**src/hw/rtl/binary_arithmetic_encoder_defines.svh**
```systemverilog
// Assertion macros shared by the binary arithmetic encoder RTL.
`ifndef BINARY_ARITHMETIC_ENCODER_DEFINES_SVH
`define BINARY_ARITHMETIC_ENCODER_DEFINES_SVH
`ifndef SYNTHESIS
`define BAE_ASSERT(label, prop, msg) \
    label: assert property (@(posedge clk) disable iff (!rst_n) (prop)) else $error(msg);
`define BAE_ASSERT_IMPL(label, ante, cons, msg) \
    label: assert property (@(posedge clk) disable iff (!rst_n) (ante) |-> (cons)) \
        else $error(msg);
`define BAE_ASSERT_NEXT(label, ante, cons, msg) \
    label: assert property (@(posedge clk) disable iff (!rst_n) (ante) |=> (cons)) \
        else $error(msg);
`else
`define BAE_ASSERT(label, prop, msg)
`define BAE_ASSERT_IMPL(label, ante, cons, msg)
`define BAE_ASSERT_NEXT(label, ante, cons, msg)
`endif
`endif

```
**src/hw/rtl/bae_pkg.sv**
```systemverilog
// Types and constants of the binary arithmetic encoder.
package bae_pkg;

    localparam int BoundBits = 32;
    localparam int WordBits  = 16;
    localparam int ProbBits  = 8;
    localparam int ProdBits  = BoundBits + ProbBits;
    localparam int MaxRenorm = 2;
    localparam int CntBits   = 2;

    localparam logic [BoundBits-1:0] LowReset  = '0;
    localparam logic [BoundBits-1:0] HighReset = '1;
    localparam logic [WordBits-1:0]  WordFill  = '1;

    typedef enum logic [2:0] {
        ST_IDLE,
        ST_RENORM,
        ST_SPLIT,
        ST_FLUSH_HI,
        ST_FLUSH_LO
    } state_t;

    typedef enum logic {
        MODE_ENCODE = 1'b0,
        MODE_FLUSH  = 1'b1
    } mode_t;

endpackage

```
**src/hw/rtl/binary_arithmetic_encoder.sv**
```systemverilog
// Binary arithmetic encoder: 32-bit interval coder emitting 16-bit code words.
//
// Input channel: in_valid / in_stall with fields mode, bit_value and zero_prob.
// A beat with mode 0 encodes one bit, a beat with mode 1 flushes the coder.
// Output channel: out_valid / out_stall with fields code_word and last; last
// marks the final word caused by one input beat. Encode beats give zero to two
// words, flush beats exactly two.
// An encode beat passes ST_RENORM, which checks for renormalization, emits up
// to two words and loads the 32x8 product register, then ST_SPLIT, which adds
// the product to the low bound to set the new low or high bound; the next beat
// is taken in the split state. A flush emits the high bound in ST_FLUSH_HI and
// ST_FLUSH_LO, then returns to ST_IDLE. The single output register holds a
// word until it is taken; while out_stall is high the sequencer waits at the
// next emission and in_stall stays high.
// Reset sets the bounds to 0x00000000 and 0xffffffff and empties the output
// register; no clearing pass is needed.
`include "binary_arithmetic_encoder_defines.svh"

module binary_arithmetic_encoder (
    input  logic                         clk,
    input  logic                         rst_n,
    input  logic                         in_valid,
    output logic                         in_stall,
    input  logic                         mode,
    input  logic                         bit_value,
    input  logic [bae_pkg::ProbBits-1:0] zero_prob,
    output logic                         out_valid,
    input  logic                         out_stall,
    output logic [bae_pkg::WordBits-1:0] code_word,
    output logic                         last
);

    bae_pkg::state_t state_reg, state_next;

    logic [bae_pkg::BoundBits-1:0] low_reg, low_next;
    logic [bae_pkg::BoundBits-1:0] high_reg, high_next;
    logic [bae_pkg::ProdBits-1:0]  prod_reg, prod_next;
    logic [bae_pkg::CntBits-1:0]   cnt_reg, cnt_next;
    logic                          bit_reg, bit_next;
    logic [bae_pkg::ProbBits-1:0]  prob_reg, prob_next;
    logic                          out_valid_reg, out_valid_next;
    logic [bae_pkg::WordBits-1:0]  word_reg, word_next;
    logic                          last_reg, last_next;

    logic                          accept;
    logic                          out_free;
    logic                          renorm_due;
    logic [bae_pkg::BoundBits-1:0] diff;
    logic [bae_pkg::BoundBits-1:0] split;

    assign in_stall   = !(state_reg == bae_pkg::ST_IDLE || state_reg == bae_pkg::ST_SPLIT);
    assign accept     = in_valid && !in_stall;
    assign out_free   = !out_valid_reg || !out_stall;
    assign renorm_due = (low_reg[bae_pkg::BoundBits-1 -: bae_pkg::WordBits] ==
                         high_reg[bae_pkg::BoundBits-1 -: bae_pkg::WordBits]) &&
                        (cnt_reg != bae_pkg::CntBits'(bae_pkg::MaxRenorm));
    assign diff       = high_reg - low_reg;
    assign split      = low_reg + prod_reg[bae_pkg::ProdBits-1 -: bae_pkg::BoundBits];

    assign out_valid = out_valid_reg;
    assign code_word = word_reg;
    assign last      = last_reg;

    always_comb
    begin
        state_next = state_reg;
        unique case (state_reg)
            bae_pkg::ST_IDLE, bae_pkg::ST_SPLIT:
            begin
                if (accept)
                begin
                    state_next = (bae_pkg::mode_t'(mode) == bae_pkg::MODE_FLUSH) ?
                                 bae_pkg::ST_FLUSH_HI : bae_pkg::ST_RENORM;
                end
                else
                begin
                    state_next = bae_pkg::ST_IDLE;
                end
            end
            bae_pkg::ST_RENORM:
            begin
                if (!renorm_due)
                begin
                    state_next = bae_pkg::ST_SPLIT;
                end
            end
            bae_pkg::ST_FLUSH_HI:
            begin
                if (out_free)
                begin
                    state_next = bae_pkg::ST_FLUSH_LO;
                end
            end
            bae_pkg::ST_FLUSH_LO:
            begin
                if (out_free)
                begin
                    state_next = bae_pkg::ST_IDLE;
                end
            end
            default:
            begin
                state_next = bae_pkg::ST_IDLE;
            end
        endcase
    end

    always_comb
    begin
        low_next       = low_reg;
        high_next      = high_reg;
        prod_next      = diff * bae_pkg::ProdBits'(prob_reg);
        cnt_next       = cnt_reg;
        bit_next       = bit_reg;
        prob_next      = prob_reg;
        out_valid_next = out_valid_reg && out_stall;
        word_next      = word_reg;
        last_next      = last_reg;

        if (accept)
        begin
            bit_next  = bit_value;
            prob_next = zero_prob;
            cnt_next  = '0;
        end

        unique case (state_reg)
            bae_pkg::ST_IDLE:
            begin
            end
            bae_pkg::ST_SPLIT:
            begin
                if (bit_reg)
                begin
                    low_next = split + bae_pkg::BoundBits'(1);
                end
                else
                begin
                    high_next = split;
                end
            end
            bae_pkg::ST_RENORM:
            begin
                if (renorm_due && out_free)
                begin
                    out_valid_next = 1'b1;
                    word_next      = high_reg[bae_pkg::BoundBits-1 -: bae_pkg::WordBits];
                    last_next      = (cnt_reg == bae_pkg::CntBits'(bae_pkg::MaxRenorm - 1)) ||
                                     (low_reg[bae_pkg::WordBits-1:0] !=
                                      high_reg[bae_pkg::WordBits-1:0]);
                    low_next       = {low_reg[bae_pkg::WordBits-1:0],
                                      {bae_pkg::WordBits{1'b0}}};
                    high_next      = {high_reg[bae_pkg::WordBits-1:0], bae_pkg::WordFill};
                    cnt_next       = cnt_reg + bae_pkg::CntBits'(1);
                end
            end
            bae_pkg::ST_FLUSH_HI:
            begin
                if (out_free)
                begin
                    out_valid_next = 1'b1;
                    word_next      = high_reg[bae_pkg::BoundBits-1 -: bae_pkg::WordBits];
                    last_next      = 1'b0;
                end
            end
            bae_pkg::ST_FLUSH_LO:
            begin
                if (out_free)
                begin
                    out_valid_next = 1'b1;
                    word_next      = high_reg[bae_pkg::WordBits-1:0];
                    last_next      = 1'b1;
                    low_next       = bae_pkg::LowReset;
                    high_next      = bae_pkg::HighReset;
                end
            end
            default:
            begin
            end
        endcase
    end

    always_ff @(posedge clk or negedge rst_n)
    begin
        if (!rst_n)
        begin
            state_reg     <= bae_pkg::ST_IDLE;
            low_reg       <= bae_pkg::LowReset;
            high_reg      <= bae_pkg::HighReset;
            cnt_reg       <= '0;
            out_valid_reg <= 1'b0;
        end
        else
        begin
            state_reg     <= state_next;
            low_reg       <= low_next;
            high_reg      <= high_next;
            cnt_reg       <= cnt_next;
            out_valid_reg <= out_valid_next;
        end
    end

    always_ff @(posedge clk)
    begin
        prod_reg <= prod_next;
        bit_reg  <= bit_next;
        prob_reg <= prob_next;
        word_reg <= word_next;
        last_reg <= last_next;
    end

    `BAE_ASSERT(a_cnt_bound, cnt_reg <= bae_pkg::CntBits'(bae_pkg::MaxRenorm), "renorm count overflow")
    `BAE_ASSERT_NEXT(a_flush_reset, state_reg == bae_pkg::ST_FLUSH_LO && out_free, low_reg == bae_pkg::LowReset && high_reg == bae_pkg::HighReset && out_valid_reg && last_reg, "flush did not reset bounds")
    `BAE_ASSERT_NEXT(a_more_words, state_reg == bae_pkg::ST_RENORM && renorm_due && out_free && !last_next, state_reg == bae_pkg::ST_RENORM, "word without last not followed by renorm")
    `BAE_ASSERT_IMPL(a_word_source, $rose(out_valid_reg), $past(state_reg) == bae_pkg::ST_RENORM || $past(state_reg) == bae_pkg::ST_FLUSH_HI || $past(state_reg) == bae_pkg::ST_FLUSH_LO, "word emitted from wrong state")

endmodule

```
**config.mk**
```make
export PLATFORM = sky130hd
export DESIGN_NAME = binary_arithmetic_encoder
export DESIGN_NICKNAME = d
export VERILOG_FILES = /design/src/hw/rtl/bae_pkg.sv /design/src/hw/rtl/binary_arithmetic_encoder.sv
export VERILOG_INCLUDE_DIRS = /design/src /design/src/hw/rtl
export SDC_FILE = /design/constraint.sdc
export NUM_CORES = 1
export LEC_CHECK = 0
export ABC_AREA = 1
export BUFFER_PORTS_ARGS = -buffer_cell sky130_fd_sc_hd__buf_4
export CAP_MARGIN = 20
export CORE_UTILIZATION = 31
export CTS_CLUSTER_DIAMETER = 50
export DETAILED_ROUTE_END_ITERATION = 12
export GPL_TIMING_DRIVEN = 0
export PLACE_DENSITY_LB_ADDON = 0.05
export SLEW_MARGIN = 40
export SYNTH_ARGS = -nofsm -noshare
export SYNTH_HDL_FRONTEND = slang
export SYNTH_SLANG_ARGS = --single-unit
```
**constraint.sdc**
```tcl
create_clock -name clk -period 10 [get_ports clk]
set_input_delay 1.5 -clock clk [delete_from_list [all_inputs] [get_ports clk]]
set_output_delay 1.5 -clock clk [all_outputs]
set_load 0.01 [all_outputs]
```
* Word-level counts from Yosys, hierarchy flattened
Cells that the tools add are included.
** Cells by class
- $add $sub $neg :: 4
- Multipliers :: 1
- Equal/unequal tests :: 14
- Muxes and demuxes :: 28
- Reduce and logical (&&, ||, !) cells :: 19
** Operator list (number)
- 32-bit two-way mux :: 6
- 32-bit case mux with 3 select lines :: 2
- 16-bit two-way mux :: 3
- 16-bit case mux with 3 select lines :: 1
- 32-bit by 8-bit multiplier with 40-bit output :: 1
- 32-bit by 1-bit adder with 32-bit output, second input constant :: 1
- 32-bit adder :: 1
- 32-bit subtractor :: 1
- 16-bit == test :: 1
- 16-bit inequality test :: 1
- 2-bit inequality test, second input constant :: 7
- 3-bit case mux with 4 select lines :: 1
- 4-bit AND reduction :: 3
- 2-bit two-way mux :: 5
- 3-bit two-way mux :: 3
- 3-bit by 2-bit == test with 1-bit output, second input constant :: 2
- 3-bit nonzero test :: 2
- 1-bit two-way mux :: 5
- 1-bit logical AND :: 4
- 2-bit OR reduction :: 2
- 3-bit by 1-bit == test with 1-bit output, second input constant :: 1
- 3-bit == test, second input constant :: 1
- 1-bit zero test :: 3
- 3-bit zero test :: 1
- 6 further kinds :: 8
** Word-level totals
- Register bits after elaboration :: 136
- Input bits :: 14
- Output and inout port bits :: 19
- Word-level logic and storage cells :: 76

* Logic depth before layout (Yosys ltp)
- Depth in word-level cells :: 6
- Gate-level depth with buffers :: 34
- Depth with buffers taken out :: 34

* Least setup slack after synthesis
OpenSTA, ideal clock, no wires.
- Path kind :: register to register
- Start point :: register high_reg[0] in the netlist's numbering
- End point :: register prod_reg[32] in the netlist's numbering
- Arrival time :: 6.093 ns
- Slack :: 3.788 ns
- Stages on the path, launching flop included :: 30
- Buffers on the path :: 0
- Period minus slack after synthesis :: 6.212 ns
- Cells stage by stage :: dfstp_2 -> inv_1 -> ha_1 -> fa_1 -> o21ai_1 -> nand2_1 -> nand2_1 -> inv_1 -> o21ai_1 -> a21boi_0 -> xnor2_1 -> inv_1 -> nor2_1 -> fa_1 -> fa_1 -> fa_1 -> inv_1 -> fa_1 -> inv_1 -> ha_1 -> nand2_1 -> nor2_1 -> inv_1 -> nor2_1 -> inv_1 -> nor4_1 -> a21oi_1 -> o21ai_0 -> a21oi_1 -> xnor2_1
** On the way
- Word-level cells in the longest chain between the ends :: 2
** RTL lines
- start: declaration :: line binary_arithmetic_encoder.sv:36 : logic [bae_pkg::BoundBits-1:0] high_reg, high_next;
- start signal: assignment :: line binary_arithmetic_encoder.sv:189 : high_reg <= bae_pkg::HighReset;
- start signal: assignment :: line binary_arithmetic_encoder.sv:197 : high_reg <= high_next;
- 32-bit subtractor :: line binary_arithmetic_encoder.sv:57 : assign diff = high_reg - low_reg;
- 32-bit by 8-bit multiplier with 40-bit output :: line binary_arithmetic_encoder.sv:112 : prod_next = diff * bae_pkg::ProdBits'(prob_reg);
- named net prod_next, one bit :: line binary_arithmetic_encoder.sv:37 : logic [bae_pkg::ProdBits-1:0] prod_reg, prod_next;
- end signal: assignment :: line binary_arithmetic_encoder.sv:205 : prod_reg <= prod_next;
- end: declaration :: line binary_arithmetic_encoder.sv:37
The timed path passes the listed nets, and every way through them passes these cells.
A chain may end at the register's enable or synchronous reset.

* Worst setup path in the final report
Same ends and word-level chain as after synthesis.

==> results_dict.tcl <==
set metrics [dict create \
    grt_max_degree 71 \
    drc 0 \
    fin_skew_ns 0.0170 \
    viasPerCell 4.86 \
    initial_core_util_pct 31.5 \
    drtAntennaViolNets 0 \
    dominantRegCellSynth "dfrtp_1" \
    clk_latency_ns 0.46 \
    ctsResizeCount 0 \
    crit_buf_inv 7 \
    cts_tree "yes" \
    worst_path_most_repeated_cell "inv_1" \
    cts_made_buffers 17 \
    final_cell_mix "517 x nand2_1, 477 x inv_1, 345 x nor2_1" \
    ios 33 \
    cp.arrival_ns 8.15 \
    wl_um 67400 \
    rows 86 \
    path_class "reg -> reg" \
    fmax_ghz 0.128 \
    synth-seq-cells 128 \
    cp-start-kind "flip-flop" \
    synth_edf_count 26 \
    syn_inst 2445 \
    required_ns 10.32 \
    drv_cap 0 \
    htree_levels 4 \
    areaGrowthSynthToFinish_pct 10.6 \
    yosys_warnings 0 \
    mostFrequentLayoutCell "nand2_1" \
    cp-end-kind "flip-flop" \
    post-route-min-period_ns 7.83 \
    diodes 0 \
    nNetsFinal 2813 \
    vias 15839 \
    grt_pass1_vias 16565 \
    overflow 0 \
    synth_largest_type_area_fraction_pct 20.8 \
    cp_slowest_stage_delay_ns 0.58 \
    antenna_found_initial 0 \
    tns_ns 0 \
    cts_buffer_depth 2 \
    cp_top_family "adder cells" \
    drv_slew 0 \
    drtPass1Iterations 5 \
    routedWlPerCell_um 20.7 \
    grt_usage_pct 24.4 \
    port-buffer-count 32 \
    worst_slew_margin_rel_pct 44.9 \
    hp-class "reg -> reg" \
    tightestPinTransition_ns 0.827 \
    drive_gt1_share_pct 7.41 \
    hold_buffers 0 \
    grt_setup_unrepaired "no" \
    setup_viol 0 \
    place_congestion 0.959 \
    synth_area_leaders "fa_1 21%, nand2_1 11%, inv_1 10%, ha_1 8.8%, nor2_1 7.5%" \
    core_mm2 0.0553 \
    worst_path_max_delay_cell "dfstp_2" \
    cts_setup_buffers 0 \
    cts_root_buf "clkbuf_16" \
    clk_pin_slew_worst_paths_ns 0.07 \
    drt-initial-drc-count 813 \
    syn_area_per_cell_um2 7.12 \
    finalHoldViolations 0 \
    synthArstFlopShare_pct 54.7 \
    syn-num-nets 2762 \
    crit_path_max_fanout 6 \
    yosys.area.top_type "fa_1" \
    post-route-period-util_pct 78.3 \
    cts_sinks 128 \
    grt_pass1_wl_um 102000 \
    fp.dieW_um 239 \
    yosysUniqueCellTypes 55 \
    status "finished, final reports clean" \
    seq_area_frac_synth_pct 18.4 \
    dp_hpwl_um 57600 \
    syn_area_mm2 0.0174 \
    dieArea_mm2 0.0571 \
    die_y_um 239 \
]
## metal layers
metal | GRT usage (%) | part of all wire, % | vias to the layer above
met5 | 0 | 0 | -
li1 | - | - | 7743
met2 | 41.9 | 49 | 250
met1 | 32.0 | 46 | 7786
met4 | 8.08 | 2.8 | 0
met3 | 2.06 | 2.6 | 60
## per-stage QoR
step                      cell area, um^2  cells  util [%]  setup WS [ns]  hold WS (ns)
after global routing                19300   3257      34.8           1.58         0.514
after global placement              18600   3225      33.6           2.10         0.482
final                               19300   3257      34.8           2.17         0.495
after detailed placement            18700   3225      33.8           2.17         0.480
after floorplan                     17400   2445         -           3.79         0.456
after CTS                           19300   3257      34.8           2.13         0.492
## cell type report
type,count,area (um^2)
plain buffers,40,176
clock buffers,19,433
clock inverters,13,160
fillers,6090,36000
inverters,490,1840
multi-input cells,1787,12300
flip-flops and latches,128,3210
well taps,748,936
repair buffers,32,244
## Yosys cell counts (5+ instances only)
cell	instances
o22ai_1	13
xnor2_1	29
nand3_2	5
o21bai_1	6
clkbuf_1	28
a21oi_1	126
o21a_1	9
nand2_2	26
o21ai_1	10
inv_2	8
o21ai_0	109
nand4_1	32
nor4_1	7
buf_2	6
nor2_2	13
ha_1	122
xor2_1	40
inv_1	477
dfxtp_1	32
o221ai_1	11
a21o_1	6
nor3_1	18
nor2_1	347
a22oi_1	10
clkinv_1	5
dfstp_2	32
o211ai_1	7
edfxtp_1	26
dfrtp_1	38
nand3_1	105
nand2_1	517
fa_1	181
## final timing paths
kind | from | to | slack [ns] | cells after the start
setup / recovery | high_reg[0]$_DFFE_PN1P_ | prod_reg[32]$_DFF_P_ | 2.17 | 29
hold / removal | high_reg[23]$_DFFE_PN1P_ | high_reg[23]$_DFFE_PN1P_ | 0.50 | 2
setup reg to reg | high_reg[0]$_DFFE_PN1P_ | prod_reg[32]$_DFF_P_ | 2.17 | 29
hold reg to reg | high_reg[23]$_DFFE_PN1P_ | high_reg[23]$_DFFE_PN1P_ | 0.50 | 2
max in group asynchronous | rst_n | low_reg[4]$_DFFE_PN0P_ | 8.36 | 1
min in group asynchronous | rst_n | low_reg[31]$_DFFE_PN0P_ | 1.07 | 1
## worst register-to-register path: cells and delay by family (launching register included)
family / cells / cell delay (ns)
buffers and inverters: 7 / 0.68
AOI/OAI and AO/OA: 6 / 1.46
DFF: 1 / 0.58
and+or+nand+nor: 7 / 1.19
xor gates and xnor gates: 2 / 0.72
adders and majority gates: 7 / 3.05
## logic make-up (layout without fill, tap and decap cells)
group,after synthesis,in the layout,share of synthesized area [%]
buffers and inverters,530,594,11.6
XOR/XNOR,71,71,3.66
AND/OR/NAND/NOR,1090,1090,26.3
adder cells (fa/ha/maj),303,303,29.6
flip-flops,128,128,18.4
AO/OA/AOI/OAI,323,323,10.5
Power is not shown: default switching activity piles up to over one toggle a cycle in this logic, so the estimate is an artifact.
